`config.mk`:
```
export PLATFORM = sky130hd
export DESIGN_NAME = gbfs_nbr
export DESIGN_NICKNAME = d
export VERILOG_FILES = /design/src/hw/rtl/gbfs_pkg.sv /design/src/hw/rtl/gbfs_nbr.sv
export SDC_FILE = /design/constraint.sdc
export NUM_CORES = 1
export LEC_CHECK = 0
export BUFFER_PORTS_ARGS = -buffer_cell sky130_fd_sc_hd__buf_2
export CELL_PAD_IN_SITES_DETAIL_PLACEMENT = 0
export CELL_PAD_IN_SITES_GLOBAL_PLACEMENT = 1
export CORE_ASPECT_RATIO = 1.25
export CORE_MARGIN = 3
export CORE_UTILIZATION = 36
export DETAILED_ROUTE_END_ITERATION = 16
export GPL_TIMING_DRIVEN = 0
export PLACE_DENSITY_LB_ADDON = 0.1
export SLEW_MARGIN = 20
export SYNTH_ARGS = -nofsm -noshare
export SYNTH_HDL_FRONTEND = slang
export SYNTH_SLANG_ARGS = --single-unit
```
`constraint.sdc`:
```
create_clock -name vclk -period 17.35
set_input_delay 5.205 -clock vclk [all_inputs]
set_output_delay 5.205 -clock vclk [all_outputs]
set_load 0.005 [all_outputs]
```
`src/hw/rtl/gbfs_pkg.sv`:
```
// shared types and codes for the grid breadth-first distance map
// no dependencies; used by gbfs_nbr and grid_bfs_distance_map
package gbfs_pkg;

    localparam int DIST_W      = 15;
    localparam int CFG_W       = 7;
    localparam int CFG_FLOOR_W = 3;
    localparam int CFG_IDX_W   = 2;

    // transaction op codes
    typedef logic [1:0] t_op;
    localparam t_op OP_WRITE  = 2'd0;
    localparam t_op OP_SEARCH = 2'd1;
    localparam t_op OP_READ   = 2'd2;

    // reply kinds
    localparam logic KIND_SEARCH = 1'b0;
    localparam logic KIND_READ   = 1'b1;

    typedef logic signed [DIST_W-1:0] t_dist;
    localparam t_dist DIST_NONE = -15'sd1;

    // configuration register indexes
    typedef logic [CFG_IDX_W-1:0] t_cfg_idx;
    localparam t_cfg_idx CFG_WIDTH  = 2'd0;
    localparam t_cfg_idx CFG_HEIGHT = 2'd1;
    localparam t_cfg_idx CFG_FLOORS = 2'd2;

    localparam logic [CFG_W-1:0]       RST_WIDTH  = 7'd64;
    localparam logic [CFG_W-1:0]       RST_HEIGHT = 7'd64;
    localparam logic [CFG_FLOOR_W-1:0] RST_FLOORS = 3'd4;

    // cell flags
    typedef logic [2:0] t_flags;
    localparam int     FLAG_WALL   = 0;
    localparam int     FLAG_UP     = 1;
    localparam int     FLAG_DN     = 2;
    localparam t_flags FLAGS_RESET = 3'b001;

    // neighbour directions
    typedef logic [2:0] t_dir;
    localparam t_dir NB_EAST  = 3'd0;
    localparam t_dir NB_WEST  = 3'd1;
    localparam t_dir NB_SOUTH = 3'd2;
    localparam t_dir NB_NORTH = 3'd3;
    localparam t_dir NB_UP    = 3'd4;
    localparam t_dir NB_DOWN  = 3'd5;
    localparam t_dir NB_SELF  = 3'd6;

    typedef struct packed {
        t_dir dir;
        logic up;
        logic dn;
    } t_nbr_sel;

endpackage

```
`src/hw/rtl/gbfs_nbr.sv`:
```
// neighbour generator: steps one cell in a direction and checks it lies in the grid in use
// depends on gbfs_pkg
module gbfs_nbr #(
    parameter int MAX_COLS   = 64,
    parameter int MAX_ROWS   = 64,
    parameter int MAX_FLOORS = 4,
    localparam int CW = $clog2(MAX_COLS),
    localparam int RW = $clog2(MAX_ROWS),
    localparam int FW = (MAX_FLOORS > 1) ? $clog2(MAX_FLOORS) : 1,
    localparam int CX = (CW + 1 > 7) ? CW + 1 : 7,
    localparam int RX = (RW + 1 > 7) ? RW + 1 : 7,
    localparam int FX = (FW + 1 > 3) ? FW + 1 : 3
) (
    input  gbfs_pkg::t_nbr_sel                    i_sel,
    input  logic [FX-1:0]                         i_f,
    input  logic [RX-1:0]                         i_r,
    input  logic [CX-1:0]                         i_c,
    input  logic [gbfs_pkg::CFG_W-1:0]            i_cfg_w,
    input  logic [gbfs_pkg::CFG_W-1:0]            i_cfg_h,
    input  logic [gbfs_pkg::CFG_FLOOR_W-1:0]      i_cfg_f,
    output logic                                  o_ok,
    output logic [FW-1:0]                         o_f,
    output logic [RW-1:0]                         o_r,
    output logic [CW-1:0]                         o_c
);
    import gbfs_pkg::*;

    logic [CX-1:0] eff_w;
    logic [RX-1:0] eff_h;
    logic [FX-1:0] eff_f;
    logic [CX-1:0] nc;
    logic [RX-1:0] nr;
    logic [FX-1:0] nf;
    logic          step_ok;

    // registers above the physical size act as the maximum
    assign eff_w = (CX'(i_cfg_w) > CX'(MAX_COLS))   ? CX'(MAX_COLS)   : CX'(i_cfg_w);
    assign eff_h = (RX'(i_cfg_h) > RX'(MAX_ROWS))   ? RX'(MAX_ROWS)   : RX'(i_cfg_h);
    assign eff_f = (FX'(i_cfg_f) > FX'(MAX_FLOORS)) ? FX'(MAX_FLOORS) : FX'(i_cfg_f);

    always_comb begin
        nc      = i_c;
        nr      = i_r;
        nf      = i_f;
        step_ok = 1'b1;
        unique case (i_sel.dir)
            NB_EAST: begin
                nc = i_c + CX'(1);
            end
            NB_WEST: begin
                step_ok = (i_c != '0);
                nc      = i_c - CX'(1);
            end
            NB_SOUTH: begin
                nr = i_r + RX'(1);
            end
            NB_NORTH: begin
                step_ok = (i_r != '0);
                nr      = i_r - RX'(1);
            end
            NB_UP: begin
                step_ok = i_sel.up;
                nf      = i_f + FX'(1);
            end
            NB_DOWN: begin
                step_ok = i_sel.dn && (i_f != '0);
                nf      = i_f - FX'(1);
            end
            NB_SELF: begin
                step_ok = 1'b1;
            end
            default: begin
                step_ok = 1'b0;
            end
        endcase
    end

    assign o_ok = step_ok && (nc < eff_w) && (nr < eff_h) && (nf < eff_f);
    assign o_f  = nf[FW-1:0];
    assign o_r  = nr[RW-1:0];
    assign o_c  = nc[CW-1:0];

endmodule

```
Yosys cells after proc, flatten, opt, wreduce, memory -nomap -nowiden
Index checks and enable logic that the tools add are counted.
{"block": "word_totals", "output_inout_bits": 15, "inputBits": 39, "word_cells": 34, "register_bits": 0}
{"block": "op_classes", "n_lt_le_gt_ge": 6, "n_mux": 7, "reduce_logical": 9, "eq_ne": 6, "addsub": 6}
{"cell": "case mux 7 bit (2 select lines)", "count": 2}
{"cell": "adder 7 x 1 -> 7 bit, second input constant", "count": 2}
{"cell": "greater-than comparator 7 bit, second input constant", "count": 2}
{"cell": "< comparator 7 bit", "count": 2}
{"cell": "two-way mux 7 bit", "count": 2}
{"cell": "nonzero test 7 bit", "count": 2}
{"cell": "subtractor 7 x 1 -> 7 bit, second input constant", "count": 2}
{"cell": "equality test 3 bit, second input constant", "count": 3}
{"cell": "equality test 3 x 2 -> 1 bit, second input constant", "count": 2}
{"cell": "case mux 3 bit (2 select lines)", "count": 1}
{"cell": "case mux 1 bit (5 select lines)", "count": 1}
{"cell": "logical AND 1 bit", "count": 4}
{"cell": "adder 3 x 1 -> 3 bit, second input constant", "count": 1}
{"cell": "equality test 3 x 1 -> 1 bit, second input constant", "count": 1}
{"cell": "greater-than comparator 3 bit, second input constant", "count": 1}
{"cell": "zero test 3 bit", "count": 1}
{"cell": "< comparator 3 bit", "count": 1}
{"cell": "two-way mux 3 bit", "count": 1}
{"cell": "nonzero test 3 bit", "count": 1}
{"cell": "OR reduction 3 bit", "count": 1}
{"cell": "subtractor 3 x 1 -> 3 bit, second input constant", "count": 1}

Logic depth before layout (Yosys ltp)
{"block": "depth", "ltp_word": 6, "depth_mapped": 16, "ltp_nobuf": 14}

Least setup slack after synthesis
OpenSTA, ideal clock, no wires.
{"block": "synth_path", "path_type": "in2out", "start": "input i_sel[4] (netlist bit)", "end": "output o_ok", "slack_ns": 4.536, "t_arrival_ns": 7.609, "stages": 16, "path_buffers": 2, "path_cell_list": "buf_4 > nor2b_4 > buf_6 > nand2_4 > xnor2_1 > ha_1 > nor4_1 > nand2_1 > a21boi_1 > xor2_1 > ha_1 > a22oi_1 > nand3_1 > a41oi_1 > nand3_1 > nor4_2"}
{"block": "synth_between", "elab_chain_len": 6, "word_cells_on_any_way": 18}
{"element": "start: declaration", "line": "gbfs_nbr.sv:14", "text": "input gbfs_pkg::t_nbr_sel i_sel,"}
{"element": "equality test 3 x 1 -> 1 bit, or another cell as far along", "line": "gbfs_nbr.sv:46", "text": "unique case (i_sel.dir)"}
{"element": "case mux 7 bit (2 select lines) / OR reduction 3 bit (equally long branches)"}
{"element": "< comparator 7 bit / case mux 1 bit (5 select lines) (equally long branches)", "line": "gbfs_nbr.sv:78, gbfs_nbr.sv:46"}
{"element": "logical AND 1 bit (2 in a row)", "line": "gbfs_nbr.sv:78", "text": "assign o_ok = step_ok && (nc < eff_w) && (nr < eff_h) && (nf < eff_f);"}
{"element": "logical AND 1 bit *", "line": "gbfs_nbr.sv:78"}
{"element": "end: declaration", "line": "gbfs_nbr.sv:21", "text": "output logic o_ok,"}
Every way passes the cells marked *; elsewhere a longest branch is shown, timed or not.

Worst setup path after layout
Same ends and word-level chain as after synthesis.

==> results.json <==
{
  "seq_cells": 0,
  "relSlewSlack": 0.740,
  "grt_setup_unrepaired": "false",
  "crit_path_end_kind": "primary output",
  "fin_crit_ns": 13.19,
  "wl_per_cell_um": 13.0,
  "fin_nets": 253,
  "place.gp.congestion": 0.770,
  "hold_viol": 0,
  "final_area_mm2": 0.00135,
  "antenna_left": 0,
  "viasPerCell": 5.44,
  "hold_path.class": "in2out",
  "firstDrtPassIters": 4,
  "die_h_um": 66.6,
  "crit_top_cell": "nand3_1",
  "io_buffers": 51,
  "post_cts_buffers": 0,
  "ys_seq_area_frac": 0,
  "power.static_leakage_nw": 0.651,
  "grt_pass1_wl_mm": 4.69,
  "netlist_area_mm2": 0.00106,
  "drc": 0,
  "syn_inst": 144,
  "row_count": 21,
  "switchingPower_uw": 17.9,
  "grt_pass1_vias": 1143,
  "drive_gt1_frac": 0.333,
  "grt_usage": 0.163,
  "layout-area-overhead-vs-synth_pct": 28.2,
  "clockPowerShare": 0,
  "crit_path_top_delay_cell": "ha_1",
  "initial_core_util": 0.386,
  "fin_ws_ns": 4.16,
  "place_area_mm2": 0.00135,
  "dpl_worst_slack_ns": 4.13,
  "outcome": "finished clean",
  "whs_ns": 10.75,
  "vias": 1245,
  "dp_cells": 229,
  "io_pins": 54,
  "power_density_mw_per_mm2": 25.1,
  "drtIter0Drc": 27,
  "cp-start-kind": "primary input",
  "p_int_uw": 16.1,
  "nClkBuffers": 0,
  "vdd_drop_max_mv": 0.0104,
  "finalSetupViolCount": 0,
  "crit_fanout": 10,
  "worst_pin_slew_ns": 0.385,
  "slew_violations": 0,
  "grt_max_degree": 11,
  "die-area_mm2": 0.00362,
  "syn-num-nets": 200,
  "finalSetupTns_ns": 0,
  "cts_resized": 0,
  "diodes": 0,
  "gr-total-overflow": 0,
  "synth.avg_cell_area_um2": 7.33,
  "crit_chain": "buf_4 -> nor2b_4 -> buf_6 -> nand2_4 -> xnor2_1 -> ha_1 -> and4b_1 -> nand3_1 -> a21boi_1 -> xor2_1 -> ha_1 -> a22oi_1 -> nand3_1 -> a41oi_1 -> nand3_1 -> nor4_2 -> buf_2",
  "combPwrFrac": 1.000,
  "coreArea_mm2": 0.00273,
  "worstPathArrival_ns": 7.99,
  "totalWireLength_mm": 2.99,
  "antenna_found_initial": 0,
  "p_sw_frac": 0.527,
  "max_freq_ghz": 0.0758,
  "yosys_warnings": 0,
  "dpl.hpwl_mm": 2.55,
  "power_uw": 34.0,
  "die_width_um": 54.4,
  "critPathRequiredTime_ns": 12.14,
  "finalCoreUtilization": 0.495,
  "instances_no_fill": 229,
  "setup.worst_path.class": "in2out",
  "regArea_um2": 0,
  "cts_hold_buf": 0,
  "synth_cell_type_count": 45,
  "cpPeakStageDelay_ns": 0.28,
  "cap_viol_max_count": 0,
  "power.share.sequential": 0,
  "fin_crit_sh": 0.760
}
-- path summary, 6_finish.rpt --
kind	start	to	slack, ns	cells after the start
setup / recovery	i_sel[4]	o_ok	4.16	17
hold / removal	i_c[5]	o_c[5]	10.75	3
-- logic make-up after synthesis --
family                   after synthesis  synth area share
buffers and inverters                 11            0.0616
AO/OA/AOI/OAI                         25             0.156
XOR/XNOR                              17             0.141
AND/OR/NAND/NOR                       69             0.383
multiplexers                           5            0.0498
adder cells (fa/ha/maj)               17             0.209
-- power groups by stage --
| stage | logic, mW | clock network, mW | registers (mW) |
|---|---|---|---|
| 3_5_place_dp | 0.0340 | 0 | 0 |
| 6_report | 0.0340 | 0 | 0 |
| 2_1_floorplan | 0.0208 | 0 | 0 |
| 5_1_grt | 0.0381 | 0 | 0 |
| 3_3_place_gp | 0.0333 | 0 | 0 |
| 4_1_cts | 0.0342 | 0 | 0 |
-- cell usage after synthesis, types with 4 or more instances --
| cell type | instances | share of area |
|---|---|---|
| nand3_1 | 11 | 0.052 |
| xnor2_1 | 11 | 0.091 |
| nor2_1 | 8 | 0.028 |
| and3_1 | 4 | 0.024 |
| ha_1 | 16 | 0.19 |
| inv_1 | 5 | 0.018 |
| nor4_1 | 4 | 0.024 |
| a21oi_1 | 4 | 0.019 |
| nand2_1 | 21 | 0.075 |
| o21ai_0 | 4 | 0.019 |
| o21ai_1 | 5 | 0.024 |
| xor2_1 | 6 | 0.050 |
-- per-layer routing --
layer  part of all wire  global-route usage  vias up
met5                  0                   0        -
met4             0.0044             0.00935        0
met3              0.074              0.0157        4
met2               0.49               0.316       40
met1               0.43               0.193      566
li1                   -                   -      635
-- critical path: cells and delay by family --
| family | cells | cell delay [ns] |
|---|---|---|
| adder cells (fa/ha/maj) | 2 | 0.53 |
| XOR/XNOR | 2 | 0.36 |
| AO/OA/AOI/OAI | 3 | 0.53 |
| buffers and inverters | 3 | 0.48 |
| AND/OR/NAND/NOR | 7 | 0.87 |
-- layout make-up --
type / count / area (µm²)
Timing Repair Buffer: 51 / 255
Buffer: 6 / 46.3
Inverter: 5 / 18.8
Tap cell: 34 / 42.5
Fill cell: 313 / 1380
Multi-Input combinational cell: 133 / 991
-- placed cells by master, fill, tap and decap left out, types with 5 or more instances in the layout --
master / synthesis / final
buf_2: 1 / 52
nand2_1: 21 / 21
nor2_1: 8 / 8
inv_1: 5 / 5
ha_1: 16 / 16
o21ai_1: 5 / 5
nand3_1: 11 / 11
xor2_1: 6 / 6
xnor2_1: 11 / 11
Note: power is estimated with default switching activity, not from simulation.
